## src/sv/pfcs_pkg.sv

```systemverilog
// Shared types and constants for the parallel flash command sequencer.
// Item structs, job descriptor, bus codes and command bytes. No dependencies.
package pfcs_pkg;

	localparam int FLASH_AW   = 19;
	localparam int JOBQ_DEPTH = 4;
	localparam int JOBQ_AW    = 2;

	// input opcodes
	localparam logic [2:0] OP_PROGRAM = 3'd0;
	localparam logic [2:0] OP_ERASE   = 3'd1;
	localparam logic [2:0] OP_READ_ID = 3'd2;
	localparam logic [2:0] OP_READ    = 3'd3;
	localparam logic [2:0] OP_RESET   = 3'd4;
	localparam logic [2:0] OP_RELOAD  = 3'd5;
	localparam logic [2:0] OP_REPLY   = 3'd6;
	localparam logic [2:0] OP_UNUSED  = 3'd7;

	// result kinds
	localparam logic [1:0] K_WRITE  = 2'd0;
	localparam logic [1:0] K_READ   = 2'd1;
	localparam logic [1:0] K_RELOAD = 2'd2;
	localparam logic [1:0] K_DONE   = 2'd3;

	// completion status
	localparam logic [1:0] ST_OK        = 2'd0;
	localparam logic [1:0] ST_PROTECTED = 2'd1;
	localparam logic [1:0] ST_FAILED    = 2'd2;
	localparam logic [1:0] ST_BAD_ID    = 2'd3;

	// job types handed from front to back
	localparam logic [2:0] J_PROG    = 3'd0;
	localparam logic [2:0] J_SECTOR  = 3'd1;
	localparam logic [2:0] J_IDSTART = 3'd2;
	localparam logic [2:0] J_READ    = 3'd3;
	localparam logic [2:0] J_RESETW  = 3'd4;
	localparam logic [2:0] J_RELOAD  = 3'd5;
	localparam logic [2:0] J_DONE    = 3'd6;
	localparam logic [2:0] J_IDEND   = 3'd7;

	// sequencer phases
	localparam logic [2:0] PH_IDLE  = 3'd0;
	localparam logic [2:0] PH_PROG  = 3'd1;
	localparam logic [2:0] PH_ERASE = 3'd2;
	localparam logic [2:0] PH_IDMAN = 3'd3;
	localparam logic [2:0] PH_IDDEV = 3'd4;
	localparam logic [2:0] PH_READ  = 3'd5;

	// JEDEC addresses and command bytes
	localparam logic [15:0] ADDR_UNLOCK1 = 16'h5555;
	localparam logic [15:0] ADDR_UNLOCK2 = 16'h2AAA;
	localparam logic [7:0]  D_UNLOCK1    = 8'hAA;
	localparam logic [7:0]  D_UNLOCK2    = 8'h55;
	localparam logic [7:0]  C_PROGRAM    = 8'hA0;
	localparam logic [7:0]  C_ERASE_SET  = 8'h80;
	localparam logic [7:0]  C_SECTOR     = 8'h30;
	localparam logic [7:0]  C_AUTOSEL    = 8'h90;
	localparam logic [7:0]  C_RESET      = 8'hF0;
	localparam logic [7:0]  RELOAD_USER  = 8'hC0;
	localparam logic [7:0]  RELOAD_DEF   = 8'h80;
	localparam logic [15:0] ID_A         = 16'h014F;
	localparam logic [15:0] ID_B         = 16'h20E3;

	typedef struct packed {
		logic [2:0]  op;
		logic        sector_user;
		logic        use_sram;
		logic [17:0] addr;
		logic [7:0]  wdata;
		logic [7:0]  rdata;
	} cmd_item_t;

	typedef struct packed {
		logic [1:0]          kind;
		logic [FLASH_AW-1:0] flash_addr;
		logic [7:0]          bus_data;
		logic                to_sram;
		logic [1:0]          status;
		logic [15:0]         id_value;
		logic                last;
	} rsp_item_t;

	typedef struct packed {
		logic [2:0]          jtype;
		logic [FLASH_AW-1:0] addr;
		logic [FLASH_AW-1:0] u5555;
		logic [FLASH_AW-1:0] u2aaa;
		logic [7:0]          data;
		logic                sram;
		logic [1:0]          status;
		logic [15:0]         id;
	} job_t;

endpackage

```

## src/sv/pfcs_front.sv

```systemverilog
// Front end: accepts commands and poll replies, keeps the sequencer state,
// and emits one job descriptor per item that yields results. Uses pfcs_pkg.
module pfcs_front import pfcs_pkg::*; #(
	parameter int OFFSET_BITS        = 18,
	parameter int SECTORS_PER_REGION = 4
) (
	input  logic      clk,
	input  logic      arst_n,
	input  logic      cfg_valid,
	output logic      cfg_ready,
	input  logic      cfg_data,
	input  logic      push,
	output logic      full,
	input  cmd_item_t cmd,
	input  logic      job_full,
	output logic      job_push,
	output job_t      job
);

	localparam int SIW         = (SECTORS_PER_REGION > 1) ? $clog2(SECTORS_PER_REGION) : 1;
	localparam int SECTOR_SIZE = (1 << OFFSET_BITS) / SECTORS_PER_REGION;

	function automatic logic [FLASH_AW-1:0] place(input logic [OFFSET_BITS-1:0] off,
	                                              input logic user);
		logic [OFFSET_BITS:0] w;
		w = {user, off};
		return FLASH_AW'(w);
	endfunction

	logic                wp_q;
	logic [2:0]          phase_q, phase_d;
	logic [SIW-1:0]      sidx_q, sidx_d;
	logic [FLASH_AW-1:0] target_q, target_d;
	logic                exp_dq7_q, exp_dq7_d;
	logic                dq5_q, dq5_d;
	logic [7:0]          idhi_q, idhi_d;
	logic                user_q, user_d;

	logic                accept;
	logic                job_req;
	logic                prot;
	logic                ok;
	logic [FLASH_AW-1:0] a_in;
	logic [FLASH_AW-1:0] a_next_sector;
	logic [SIW-1:0]      sidx_inc;
	logic [15:0]         id_full;
	logic                user_sel;

	assign cfg_ready = 1'b1;
	assign full      = job_full;
	assign accept    = push && !job_full;

	always_ff @(posedge clk or negedge arst_n) begin
		if (!arst_n) begin
			wp_q <= 1'b0;
		end else if (cfg_valid) begin
			wp_q <= cfg_data;
		end
	end

	always_comb begin
		phase_d   = phase_q;
		sidx_d    = sidx_q;
		target_d  = target_q;
		exp_dq7_d = exp_dq7_q;
		dq5_d     = dq5_q;
		idhi_d    = idhi_q;
		user_d    = user_q;
		job_req   = 1'b0;
		job       = '0;

		prot          = !cmd.sector_user && wp_q;
		a_in          = place(OFFSET_BITS'(cmd.addr), cmd.sector_user);
		sidx_inc      = sidx_q + SIW'(1);
		a_next_sector = place(OFFSET_BITS'(SECTOR_SIZE * sidx_inc), user_q);
		id_full       = {idhi_q, cmd.rdata};
		ok            = (phase_q == PH_PROG) ? (cmd.rdata[7] == exp_dq7_q) : cmd.rdata[7];

		// unlock addresses follow the region of the item in hand: replies use
		// the stored region, commands their own
		user_sel  = (cmd.op == OP_REPLY) ? user_q : cmd.sector_user;
		job.u5555 = place(OFFSET_BITS'(ADDR_UNLOCK1), user_sel);
		job.u2aaa = place(OFFSET_BITS'(ADDR_UNLOCK2), user_sel);

		if (cmd.op == OP_REPLY) begin
			case (phase_q)
				PH_PROG, PH_ERASE: begin
					job_req = 1'b1;
					if (ok) begin
						if (phase_q == PH_ERASE &&
						    (32'(sidx_q) + 32'd1) < 32'(SECTORS_PER_REGION)) begin
							sidx_d    = sidx_inc;
							target_d  = a_next_sector;
							dq5_d     = 1'b0;
							job.jtype = J_SECTOR;
							job.addr  = a_next_sector;
						end else begin
							phase_d   = PH_IDLE;
							job.jtype = J_DONE;
							job.addr  = target_q;
							job.data  = cmd.rdata;
						end
					end else if (dq5_q) begin
						phase_d    = PH_IDLE;
						dq5_d      = 1'b0;
						job.jtype  = J_DONE;
						job.addr   = target_q;
						job.data   = cmd.rdata;
						job.status = ST_FAILED;
					end else begin
						// keep polling; DQ5 arms one last read
						dq5_d     = cmd.rdata[5];
						job.jtype = J_READ;
						job.addr  = target_q;
					end
				end
				PH_IDMAN: begin
					job_req   = 1'b1;
					idhi_d    = cmd.rdata;
					phase_d   = PH_IDDEV;
					target_d  = place(OFFSET_BITS'(1), user_q);
					job.jtype = J_READ;
					job.addr  = place(OFFSET_BITS'(1), user_q);
				end
				PH_IDDEV: begin
					job_req    = 1'b1;
					phase_d    = PH_IDLE;
					job.jtype  = J_IDEND;
					job.addr   = target_q;
					job.data   = cmd.rdata;
					job.id     = id_full;
					job.status = (id_full == ID_A || id_full == ID_B) ? ST_OK : ST_BAD_ID;
				end
				PH_READ: begin
					job_req   = 1'b1;
					phase_d   = PH_IDLE;
					job.jtype = J_DONE;
					job.addr  = target_q;
					job.data  = cmd.rdata;
				end
				default: begin
					job_req = 1'b0;
				end
			endcase
		end else if (cmd.op == OP_UNUSED) begin
			job_req = 1'b0;
		end else if (phase_q != PH_IDLE) begin
			job_req    = 1'b1;
			job.jtype  = J_DONE;
			job.status = ST_FAILED;
		end else begin
			job_req = 1'b1;
			user_d  = cmd.sector_user;
			case (cmd.op)
				OP_PROGRAM: begin
					job.addr = a_in;
					if (prot) begin
						job.jtype  = J_DONE;
						job.status = ST_PROTECTED;
					end else begin
						job.jtype = J_PROG;
						job.data  = cmd.wdata;
						target_d  = a_in;
						exp_dq7_d = cmd.wdata[7];
						dq5_d     = 1'b0;
						phase_d   = PH_PROG;
					end
				end
				OP_ERASE: begin
					job.addr = place('0, cmd.sector_user);
					if (prot) begin
						job.jtype  = J_DONE;
						job.status = ST_PROTECTED;
					end else begin
						job.jtype = J_SECTOR;
						sidx_d    = '0;
						target_d  = place('0, cmd.sector_user);
						dq5_d     = 1'b0;
						phase_d   = PH_ERASE;
					end
				end
				OP_READ_ID: begin
					job.jtype = J_IDSTART;
					job.addr  = place('0, cmd.sector_user);
					job.sram  = cmd.use_sram;
					target_d  = place('0, cmd.sector_user);
					phase_d   = PH_IDMAN;
				end
				OP_READ: begin
					job.jtype = J_READ;
					job.addr  = a_in;
					target_d  = a_in;
					phase_d   = PH_READ;
				end
				OP_RESET: begin
					job.jtype = J_RESETW;
				end
				default: begin
					job.jtype = J_RELOAD;
					job.data  = cmd.sector_user ? RELOAD_USER : RELOAD_DEF;
				end
			endcase
		end
	end

	always_ff @(posedge clk or negedge arst_n) begin
		if (!arst_n) begin
			phase_q   <= PH_IDLE;
			sidx_q    <= '0;
			target_q  <= '0;
			exp_dq7_q <= 1'b0;
			dq5_q     <= 1'b0;
			idhi_q    <= '0;
			user_q    <= 1'b0;
		end else if (accept) begin
			phase_q   <= phase_d;
			sidx_q    <= sidx_d;
			target_q  <= target_d;
			exp_dq7_q <= exp_dq7_d;
			dq5_q     <= dq5_d;
			idhi_q    <= idhi_d;
			user_q    <= user_d;
		end
	end

	// drop the push when the item is not taken
	assign job_push = job_req && accept;

endmodule

```

## src/sv/pfcs_jobq.sv

```systemverilog
// Small job queue between the front and back ends of the flash sequencer.
// Holds JOBQ_DEPTH job descriptors. Uses pfcs_pkg.
module pfcs_jobq import pfcs_pkg::*; (
	input  logic clk,
	input  logic arst_n,
	input  logic wr,
	input  job_t wdata,
	output logic full,
	input  logic rd,
	output job_t rdata,
	output logic empty
);

	job_t               mem_q [JOBQ_DEPTH];
	logic [JOBQ_AW-1:0] wptr_q;
	logic [JOBQ_AW-1:0] rptr_q;
	logic [JOBQ_AW:0]   cnt_q;
	logic               do_wr;
	logic               do_rd;

	assign full  = (cnt_q == (JOBQ_AW + 1)'(JOBQ_DEPTH));
	assign empty = (cnt_q == '0);
	assign do_wr = wr && !full;
	assign do_rd = rd && !empty;
	assign rdata = mem_q[rptr_q];

	always_ff @(posedge clk) begin
		if (do_wr) begin
			mem_q[wptr_q] <= wdata;
		end
	end

	always_ff @(posedge clk or negedge arst_n) begin
		if (!arst_n) begin
			wptr_q <= '0;
			rptr_q <= '0;
			cnt_q  <= '0;
		end else begin
			if (do_wr) begin
				wptr_q <= wptr_q + JOBQ_AW'(1);
			end
			if (do_rd) begin
				rptr_q <= rptr_q + JOBQ_AW'(1);
			end
			case ({do_wr, do_rd})
				2'b10:   cnt_q <= cnt_q + (JOBQ_AW + 1)'(1);
				2'b01:   cnt_q <= cnt_q - (JOBQ_AW + 1)'(1);
				default: cnt_q <= cnt_q;
			endcase
		end
	end

endmodule

```

## src/sv/pfcs_back.sv

```systemverilog
// Back end: expands each job into its flash bus beats into a single output
// register, one beat per cycle while that register is empty or being popped. Uses pfcs_pkg.
module pfcs_back import pfcs_pkg::*; (
	input  logic      clk,
	input  logic      arst_n,
	input  job_t      job,
	input  logic      job_valid,
	output logic      job_pop,
	output rsp_item_t rsp,
	output logic      empty,
	input  logic      pop
);

	function automatic rsp_item_t mk(input logic [1:0] k, input logic [FLASH_AW-1:0] a,
	                                 input logic [7:0] d, input logic s,
	                                 input logic [1:0] st, input logic [15:0] id,
	                                 input logic l);
		rsp_item_t r;
		r.kind       = k;
		r.flash_addr = a;
		r.bus_data   = d;
		r.to_sram    = s;
		r.status     = st;
		r.id_value   = id;
		r.last       = l;
		return r;
	endfunction

	rsp_item_t           out_q;
	logic                out_valid_q;
	logic [2:0]          bcnt_q;
	rsp_item_t           beat;
	logic                fire;
	logic [FLASH_AW-1:0] unl_addr;
	logic [7:0]          unl_data;

	always_comb begin
		unl_addr = (bcnt_q == 3'd1) ? job.u2aaa : job.u5555;
		unl_data = (bcnt_q == 3'd0) ? D_UNLOCK1 : D_UNLOCK2;
		beat     = mk(K_WRITE, '0, '0, 1'b0, ST_OK, '0, 1'b1);
		case (job.jtype)
			J_PROG: begin
				case (bcnt_q)
					3'd0, 3'd1: beat = mk(K_WRITE, unl_addr, unl_data, 1'b0, ST_OK, '0, 1'b0);
					3'd2:    beat = mk(K_WRITE, job.u5555, C_PROGRAM, 1'b0, ST_OK, '0, 1'b0);
					3'd3:    beat = mk(K_WRITE, job.addr, job.data, 1'b0, ST_OK, '0, 1'b0);
					default: beat = mk(K_READ, job.addr, '0, 1'b0, ST_OK, '0, 1'b1);
				endcase
			end
			J_SECTOR: begin
				case (bcnt_q)
					3'd0, 3'd1: beat = mk(K_WRITE, unl_addr, unl_data, 1'b0, ST_OK, '0, 1'b0);
					3'd2:    beat = mk(K_WRITE, job.u5555, C_ERASE_SET, 1'b0, ST_OK, '0, 1'b0);
					3'd3:    beat = mk(K_WRITE, job.u5555, D_UNLOCK1, 1'b0, ST_OK, '0, 1'b0);
					3'd4:    beat = mk(K_WRITE, job.u2aaa, D_UNLOCK2, 1'b0, ST_OK, '0, 1'b0);
					3'd5:    beat = mk(K_WRITE, job.addr, C_SECTOR, 1'b0, ST_OK, '0, 1'b0);
					default: beat = mk(K_READ, job.addr, '0, 1'b0, ST_OK, '0, 1'b1);
				endcase
			end
			J_IDSTART: begin
				case (bcnt_q)
					3'd0, 3'd1: beat = mk(K_WRITE, unl_addr, unl_data, job.sram, ST_OK, '0, 1'b0);
					3'd2:    beat = mk(K_WRITE, job.u5555, C_AUTOSEL, job.sram, ST_OK, '0, 1'b0);
					default: beat = mk(K_READ, job.addr, '0, 1'b0, ST_OK, '0, 1'b1);
				endcase
			end
			J_READ: beat = mk(K_READ, job.addr, '0, 1'b0, ST_OK, '0, 1'b1);
			J_RESETW: begin
				if (bcnt_q == 3'd0) begin
					beat = mk(K_WRITE, '0, C_RESET, 1'b0, ST_OK, '0, 1'b0);
				end else begin
					beat = mk(K_DONE, '0, '0, 1'b0, ST_OK, '0, 1'b1);
				end
			end
			J_RELOAD: begin
				if (bcnt_q == 3'd0) begin
					beat = mk(K_RELOAD, '0, job.data, 1'b0, ST_OK, '0, 1'b0);
				end else begin
					beat = mk(K_DONE, '0, '0, 1'b0, ST_OK, '0, 1'b1);
				end
			end
			J_IDEND: begin
				if (bcnt_q == 3'd0) begin
					beat = mk(K_WRITE, '0, C_RESET, 1'b0, ST_OK, '0, 1'b0);
				end else begin
					beat = mk(K_DONE, job.addr, job.data, 1'b0, job.status, job.id, 1'b1);
				end
			end
			default: beat = mk(K_DONE, job.addr, job.data, 1'b0, job.status, job.id, 1'b1);
		endcase
	end

	assign fire    = job_valid && (!out_valid_q || pop);
	assign job_pop = fire && beat.last;
	assign rsp     = out_q;
	assign empty   = !out_valid_q;

	always_ff @(posedge clk) begin
		if (fire) begin
			out_q <= beat;
		end
	end

	always_ff @(posedge clk or negedge arst_n) begin
		if (!arst_n) begin
			out_valid_q <= 1'b0;
			bcnt_q      <= '0;
		end else begin
			if (fire) begin
				out_valid_q <= 1'b1;
				bcnt_q      <= beat.last ? 3'd0 : bcnt_q + 3'd1;
			end else if (pop) begin
				out_valid_q <= 1'b0;
			end
		end
	end

endmodule

```

## src/sv/parallel_flash_command_sequencer_core.sv

```systemverilog
// Top level: front end classifies items, a 4-deep job queue decouples it from
// the back end, which drives one bus beat per cycle while the output is not stalled. Uses pfcs_pkg.
// The first beat of an item reaches the result ports through the job queue and then the
// output register. Throughput: one item a cycle at the input while the queue has room;
// the back end sets the sustained rate by the beats each item needs, one to seven.
// Reset (arst_n low, asynchronous): idle phase, queue and output empty, protect off.
module parallel_flash_command_sequencer_core import pfcs_pkg::*; #(
	parameter int OFFSET_BITS        = 18,
	parameter int SECTORS_PER_REGION = 4
) (
	input  logic      clk,
	input  logic      arst_n,
	// configuration: default region write protect
	input  logic      cfg_valid,
	output logic      cfg_ready,
	input  logic      cfg_data,
	// command / poll reply queue side
	input  logic      push,
	output logic      full,
	input  cmd_item_t cmd,
	// result queue side
	output logic      empty,
	input  logic      pop,
	output rsp_item_t rsp
);

	job_t q_wdata;
	job_t q_rdata;
	logic q_push;
	logic q_full;
	logic q_pop;
	logic q_empty;

	// Front end: hold the sequencer state and turn each item that yields results into one job.
	pfcs_front #(
		.OFFSET_BITS        (OFFSET_BITS),
		.SECTORS_PER_REGION (SECTORS_PER_REGION)
	) u_front (
		.clk       (clk),
		.arst_n    (arst_n),
		.cfg_valid (cfg_valid),
		.cfg_ready (cfg_ready),
		.cfg_data  (cfg_data),
		.push      (push),
		.full      (full),
		.cmd       (cmd),
		.job_full  (q_full),
		.job_push  (q_push),
		.job       (q_wdata)
	);

	// Job queue: let the front take new items while the back still emits beats.
	pfcs_jobq u_jobq (
		.clk    (clk),
		.arst_n (arst_n),
		.wr     (q_push),
		.wdata  (q_wdata),
		.full   (q_full),
		.rd     (q_pop),
		.rdata  (q_rdata),
		.empty  (q_empty)
	);

	// Back end: advance through the job's beats; drop the job after its last beat.
	pfcs_back u_back (
		.clk       (clk),
		.arst_n    (arst_n),
		.job       (q_rdata),
		.job_valid (!q_empty),
		.job_pop   (q_pop),
		.rsp       (rsp),
		.empty     (empty),
		.pop       (pop)
	);

endmodule
```

## config.mk

```make
export PLATFORM = sky130hd
export DESIGN_NAME = parallel_flash_command_sequencer_core
export DESIGN_NICKNAME = d
export VERILOG_FILES = /design/src/sv/pfcs_pkg.sv /design/src/sv/pfcs_front.sv /design/src/sv/pfcs_jobq.sv /design/src/sv/pfcs_back.sv /design/src/sv/parallel_flash_command_sequencer_core.sv
export SDC_FILE = /design/constraint.sdc
export NUM_CORES = 1
export LEC_CHECK = 0
export ABC_AREA = 1
export CORE_ASPECT_RATIO = 1.2
export CORE_MARGIN = 10
export CORE_UTILIZATION = 55
export DETAILED_ROUTE_END_ITERATION = 12
export DONT_BUFFER_PORTS = 1
export PLACE_DENSITY = 0.69
export SYNTH_ARGS = -nofsm -noshare
export SYNTH_HDL_FRONTEND = slang
export SYNTH_SLANG_ARGS = --single-unit
export TNS_END_PERCENT = 30
```

## constraint.sdc

```tcl
create_clock -name clk -period 4.2 [get_ports clk]
set_input_delay 0.42 -clock clk [delete_from_list [all_inputs] [get_ports clk]]
set_output_delay 0.42 -clock clk [all_outputs]
set_load 0.02 [all_outputs]
```

==> impl_metrics.env, run 1 <==
export IMPL_cts_buffers=29
export IMPL_ys_async_sr_fraction=0.159
export IMPL_fin_crit_ns=3.49
export IMPL_slew_viol_final=0
export IMPL_placed_area_um2=13700
export IMPL_drt_pass1_iterations=5
export IMPL_min_period_over_period=0.831
export IMPL_reg2reg_to="u_jobq.cnt_q[2]$_DFFE_PN0P_"
export IMPL_clockPowerShare=0.209
export IMPL_ant_nets=0
export IMPL_crit_fanout=11
export IMPL_setup_viol=0
export IMPL_cts_sinks=295
export IMPL_synth_cell_area_um2=13500
export IMPL_io_buffers=0
export IMPL_clk_pin_slew_ns=0.06
export IMPL_worst_pin_slew_ns=0.924
export IMPL_clock_fmax_mhz=286
export IMPL_grt_overflow=0
export IMPL_initial_core_util=0.560
export IMPL_r2r_start="u_back.bcnt_q[0]$_DFFE_PN0P_"
export IMPL_worstHoldEndpoint="u_front.target_q[1]$_DFFE_PN0P_"
export IMPL_routed_wirelength_um=31300
export IMPL_status="finished clean"
export IMPL_grt_pass1_vias=9094
export IMPL_syn_inst=1286
export IMPL_syn_nets=1344
export IMPL_cp_arrival_ns=3.91
export IMPL_final_cell_mix="edfxtp_1, nand2_1, nor2_1, o21ai_0, nand3_1"
export IMPL_final_common_cell="edfxtp_1"
export IMPL_rsz0062_at_grt="no"
export IMPL_slew_headroom=0.382
export IMPL_holdPathStages=2
export IMPL_min_from="cmd[17]"
export IMPL_cts_tree="done"
export IMPL_hp_class="in -> reg"
export IMPL_fin_setup_tns_ns=0
export IMPL_drc_errors=0
export IMPL_p_int_mw=6.84
export IMPL_die_w_um=163
export IMPL_grt_pass1_wl_um=49500
export IMPL_power_density_nw_per_um2=795
export IMPL_ys_types=52
export IMPL_final_nets=1338
export IMPL_pwr_share_comb=0.374
export IMPL_drive_above_1_share=0.102
export IMPL_drv_cap=0
export IMPL_gp_congestion=0.925
export IMPL_cts_resized_gates=0
export IMPL_area_growth_pct=8.89
export IMPL_p_seq_frac=0.417
export IMPL_grt_max_degree=80
export IMPL_rows=62
export IMPL_start_kind="register"
export IMPL_clock_path_buffers=3
export IMPL_ys_seq_area_frac=0.640
export IMPL_vdd_drop_max_uv=409
export IMPL_antenna_found_initial=1
export IMPL_required_ns=4.62
export IMPL_yosys_warnings=0
export IMPL_num_io_pins=97
export IMPL_nFillCells=1977
export IMPL_via_per_inst=5.73
export IMPL_avgSynthCellArea_um2=10.5
export IMPL_p_switching_mw=4.82
export IMPL_ys_flop_type="edfxtp_1"
export IMPL_die_h_um=191
export IMPL_via_count=9304
export IMPL_final_area_um2=14700
export IMPL_wl_per_cell_um=19.3
export IMPL_skew_ns=0.0102
export IMPL_power_leakage_nw=5.71
export IMPL_synth_edf_count=248
export IMPL_drtIter0Drc=573
export IMPL_worst_setup_path_end_kind="register"
export IMPL_htree_levels=1
export IMPL_design_core_area_um2=24000
export IMPL_p_sw_frac=0.413
export IMPL_synth_seq_cells=295
export IMPL_reg2reg_depth=17
export IMPL_cts_root_buf="clkbuf_16"
export IMPL_insertion_delay_ns=0.54
export IMPL_hpwlAfterDp_um=20600
export IMPL_path_class="reg -> reg"
export IMPL_track_usage=0.199
export IMPL_finalHoldViolations=0
export IMPL_die_area_um2=31200
export IMPL_rrSetupSlack_ns=0.71
cell families (layout without fill, tap and decap cells):
group | Yosys count | count (layout) | synth area share
compound gates | 249 | 249 | 0.105
buf+inv | 142 | 158 | 0.0456
flops | 295 | 295 | 0.640
xor+xnor | 4 | 4 | 0.00260
other cells | 1 | 3 | 0.000278
fa+ha+maj | 13 | 13 | 0.0126
simple gates | 581 | 581 | 0.193
mux | 1 | 1 | 0.000836
final cells by class:
| class | count | area (um2) | area share |
|---|---|---|---|
| clock buffers | 37 | 766 | 0.0522 |
| diodes | 2 | 5.00 | 0.000341 |
| inverters | 90 | 343 | 0.0234 |
| multi-input cells | 849 | 4270 | 0.291 |
| repair buffers | 15 | 135 | 0.00921 |
| well taps | 320 | 400 | 0.0273 |
| flip-flops and latches | 295 | 8620 | 0.588 |
| clock inverters | 16 | 133 | 0.00904 |
routing by layer:
layer | part of all wire | track usage | vias up
met1 | 0.43 | 0.262 | 4467
met2 | 0.48 | 0.332 | 329
met5 | 0 | 0 | -
met4 | 0.023 | 0.0576 | 0
li1 | - | - | 4451
met3 | 0.069 | 0.0338 | 57
timing repair:
item | CTS | global route
endpoints found under the hold margin | 47 | 0
setup buffers | 0 | 0
hold buffers | 2 | 0
registers in the layout, summed over array words and instances, names as in the netlist, 3 cells and up:
register and count:
u_front.target_q 19, u_jobq.mem_q 200, u_front.phase_q 3, u_back.rsp 48
u_front.idhi_q 8, u_back.bcnt_q 3, u_jobq.cnt_q 3
worst max path at each step:
stage                                 start                            to  slack (ns)  cells past startpoint
4_1_cts        u_back.bcnt_q[0]$_DFFE_PN0P_   u_jobq.cnt_q[2]$_DFFE_PN0P_        0.77                     17
3_5_place_dp   u_back.bcnt_q[0]$_DFFE_PN0P_   u_jobq.cnt_q[2]$_DFFE_PN0P_        0.79                     17
5_1_grt        u_back.bcnt_q[0]$_DFFE_PN0P_   u_jobq.cnt_q[2]$_DFFE_PN0P_        0.47                     17
6_report       u_back.bcnt_q[0]$_DFFE_PN0P_   u_jobq.cnt_q[2]$_DFFE_PN0P_        0.71                     17
3_3_place_gp   u_back.bcnt_q[0]$_DFFE_PN0P_   u_jobq.cnt_q[2]$_DFFE_PN0P_        0.90                     17
2_1_floorplan                       cmd[37]  u_jobq.mem_q[0][0]$_DFFE_PP_        0.62                      5
Yosys cell counts, types with 14 or more instances:
cell type / count / share of area
inv_1: 78 / 0.022
o21ai_0: 139 / 0.052
edfxtp_1: 248 / 0.55
nand3_1: 90 / 0.033
nor2_1: 181 / 0.050
o22ai_1: 20 / 0.0093
a21oi_1: 39 / 0.014
nand2_1: 245 / 0.068
clkbuf_1: 24 / 0.0067
nand4_1: 14 / 0.0065
dfrtp_1: 47 / 0.087
power groups by stage:
stage               Combinational [mW]  Clock [mW]  Sequential, mW
floorplan                         3.22           0            4.84
global placement                  4.25           0            4.91
detailed placement                4.32           0            4.94
CTS                               4.35        2.48            4.88
global route                      4.86        2.60            4.94
finish                            4.37        2.44            4.86
worst max-delay path, stage by stage (launching register included):
cell and delay (ns):
dfrtp_1 0.47, ha_1 0.26, ha_1 0.36, inv_1 0.26, nand2_1 0.10, nor2_1 0.23
nand4_1 0.13, nand2_1 0.08, nor2_1 0.05, nand2_2 0.18, nand2_2 0.09, inv_1 0.09
ha_1 0.14, inv_1 0.08, fa_1 0.45, a21oi_1 0.14, o21ai_0 0.11, xor2_1 0.15
metrics by stage:
stage / std cells / setup WS [ns] / hold slack, ns / utilization / power [mW]
6_report: 1624 / 0.708 / 0.0210 / 0.610 / 11.7
5_1_grt: 1623 / 0.469 / 0.00715 / 0.610 / 12.4
4_1_cts: 1622 / 0.769 / 0.0104 / 0.610 / 11.7
3_5_place_dp: 1567 / 0.794 / 0.127 / 0.571 / 9.26
3_3_place_gp: 1567 / 0.896 / 0.127 / 0.571 / 9.17
2_1_floorplan: 1286 / 0.616 / 0.124 / - / 8.07
(Power assumes the default switching activity.)
==> inputs of run 2 (changes only) <==
--- a/config.mk
+++ b/config.mk
@@ -11,7 +11,7 @@
 export CORE_UTILIZATION = 55
 export DETAILED_ROUTE_END_ITERATION = 12
 export DONT_BUFFER_PORTS = 1
-export PLACE_DENSITY = 0.69
+export PLACE_DENSITY = 0.72
 export SYNTH_ARGS = -nofsm -noshare
 export SYNTH_HDL_FRONTEND = slang
 export SYNTH_SLANG_ARGS = --single-unit
==> constraint.sdc (replaced) <==
create_clock -name clk -period 2.9 [get_ports clk]
set_input_delay 0.29 -clock clk [delete_from_list [all_inputs] [get_ports clk]]
set_output_delay 0.29 -clock clk [all_outputs]
set_load 0.02 [all_outputs]
==> impl_metrics.env, run 2 (same netlist as run 1, synthesis figures left out) <==
export IMPL_status="finished clean"
export IMPL_grt_pass1_vias=9726
export IMPL_clk_pin_slew_ns=0.06
export IMPL_cts_tree="done"
export IMPL_nFillCells=1890
export IMPL_clock_path_buffers=3
export IMPL_via_count=9773
export IMPL_cts_buffers=30
export IMPL_required_ns=3.32
export IMPL_largest_register="u_jobq.mem_q"
export IMPL_initial_core_util=0.560
export IMPL_gp_congestion=0.942
export IMPL_htree_levels=1
export IMPL_cts_root_buf="clkbuf_16"
export IMPL_num_io_pins=97
export IMPL_min_from="cmd[2]"
export IMPL_final_common_cell="edfxtp_1"
export IMPL_grt_pass1_wl_um=52000
export IMPL_die_area_um2=31200
export IMPL_setup_viol=0
export IMPL_drtIter0Drc=763
export IMPL_cp_slowest_stage_delay_ns=0.43
export IMPL_reg2reg_depth=17
export IMPL_power_leakage_nw=6.09
export IMPL_power_density_nw_per_um2=1160
export IMPL_path_class="reg -> reg"
export IMPL_vdd_drop_max_uv=712
export IMPL_hpwlAfterDp_um=21600
export IMPL_drive_above_1_share=0.137
export IMPL_final_cell_mix="edfxtp_1, nand2_1, nor2_1, o21ai_0, nand3_1"
export IMPL_clock_fmax_mhz=358
export IMPL_via_per_inst=5.79
export IMPL_drc_errors=0
export IMPL_largest_reg_flops=200
export IMPL_hp_class="in -> reg"
export IMPL_min_period_over_period=0.963
export IMPL_pre_cts_slack_ns=0.103
export IMPL_insertion_delay_ns=0.55
export IMPL_slew_headroom=0.514
export IMPL_path_cells="ha_2 -> ha_1 -> inv_1 -> nand2_1 -> nor2_2 -> nand4_1 -> nand2_1 -> nor2_1 -> nand2_2 -> nand2_2 -> inv_1 -> ha_1 -> inv_1 -> fa_2 -> a21oi_2 -> o21ai_1 -> xor2_1"
export IMPL_grt_overflow=0
export IMPL_worst_setup_path_end_kind="register"
export IMPL_crit_fanout=4
export IMPL_skew_ns=0.0231
export IMPL_io_buffers=0
export IMPL_antenna_cells=0
export IMPL_antenna_found_initial=0
export IMPL_start_kind="register"
export IMPL_holdPathStages=2
export IMPL_area_growth_pct=14.4
export IMPL_die_h_um=191
export IMPL_die_w_um=163
export IMPL_slew_viol_final=0
export IMPL_cpMostUsedCell="inv_1"
export IMPL_critPathLaunch="u_back.bcnt_q[0]$_DFFE_PN0P_"
export IMPL_rows=62
export IMPL_drv_cap=0
export IMPL_cp_arrival_ns=3.21
export IMPL_drt_pass1_iterations=5
export IMPL_finalHoldViolations=0
export IMPL_fin_ws_ns=0.107
export IMPL_worst_pin_slew_ns=0.729
export IMPL_track_usage=0.208
export IMPL_routed_wirelength_um=33000
export IMPL_r2r_start="u_back.bcnt_q[0]$_DFFE_PN0P_"
export IMPL_ant_nets=0
export IMPL_final_nets=1403
export IMPL_fin_setup_tns_ns=0
export IMPL_grt_max_degree=55
export IMPL_wl_per_cell_um=19.5
export IMPL_crit_slowest_cell="fa_2"
export IMPL_multiInputGateArea_um2=4290
export IMPL_fin_crit_ns=2.79
export IMPL_final_seq_area_um2=8620
export IMPL_cts_sinks=295
export IMPL_design_core_area_um2=24000
[run 2: timing repair]
action | 4_1_cts | 5_1_grt
endpoints found under the setup margin | 0 | 2
setup buffers | 0 | 5
hold endpoints to repair | 79 | 0
gates resized for setup | 0 | 13
hold buffers | 32 | 0
[run 2: final timing paths]
check,end,slack [ns]
min in group asynchronous,u_back.bcnt_q[1]$_DFFE_PN0P_,0.27
min reg2reg,u_front.target_q[9]$_DFFE_PN0P_,0.48
max in group asynchronous,u_front.target_q[9]$_DFFE_PN0P_,2.35
max reg2reg,u_jobq.cnt_q[2]$_DFFE_PN0P_,0.11
max,u_jobq.cnt_q[2]$_DFFE_PN0P_,0.11
min,u_jobq.mem_q[1][21]$_DFFE_PP_,0.04
[run 2: where the power goes]
group / switching [mW] / internal, mW / total [mW]
Combinational: 4.76 / 2.05 / 6.81
Clock: 1.60 / 2.41 / 4.01
Sequential: 0.875 / 6.18 / 7.05
[run 2: layout make-up]
| cell class | count | share of cell area |
|---|---|---|
| multi-input combinational | 849 | 0.278 |
| tap | 320 | 0.0260 |
| inverter | 90 | 0.0226 |
| sequential | 295 | 0.559 |
| clock inverter | 18 | 0.0135 |
| timing repair buffer | 79 | 0.0461 |
| clock buffer | 38 | 0.0546 |
[run 2: metal layers]
layer / vias up / global-route usage / routed length [um]
met4: 0 / 0.0649 / 777
met2: 450 / 0.346 / 16200
met1: 4689 / 0.277 / 13500
met3: 54 / 0.0303 / 2520
li1: 4580 / - / -
met5: - / 0 / 0
[run 2: stage by stage]
stage                     hold WS (ns)  utilization  area [um2]  instances  total power, mW
after floorplan               -0.00559            -       13500       1286             11.7
after global placement        -0.00340        0.581       14000       1596             13.5
after detailed placement      -0.00345        0.581       14000       1596             13.7
after CTS                       0.0159        0.638       15400       1684             17.7
after global routing            0.0448        0.641       15400       1689             19.0
final                           0.0361        0.641       15400       1689             17.9
[run 2: critical path, delay by kind of cell (launching register included)]
family | cells | cell delay [ns]
buf+inv | 3 | 0.25
compound gates | 2 | 0.22
fa+ha+maj | 4 | 1.00
xor+xnor | 1 | 0.15
simple gates | 7 | 0.62
flops | 1 | 0.42
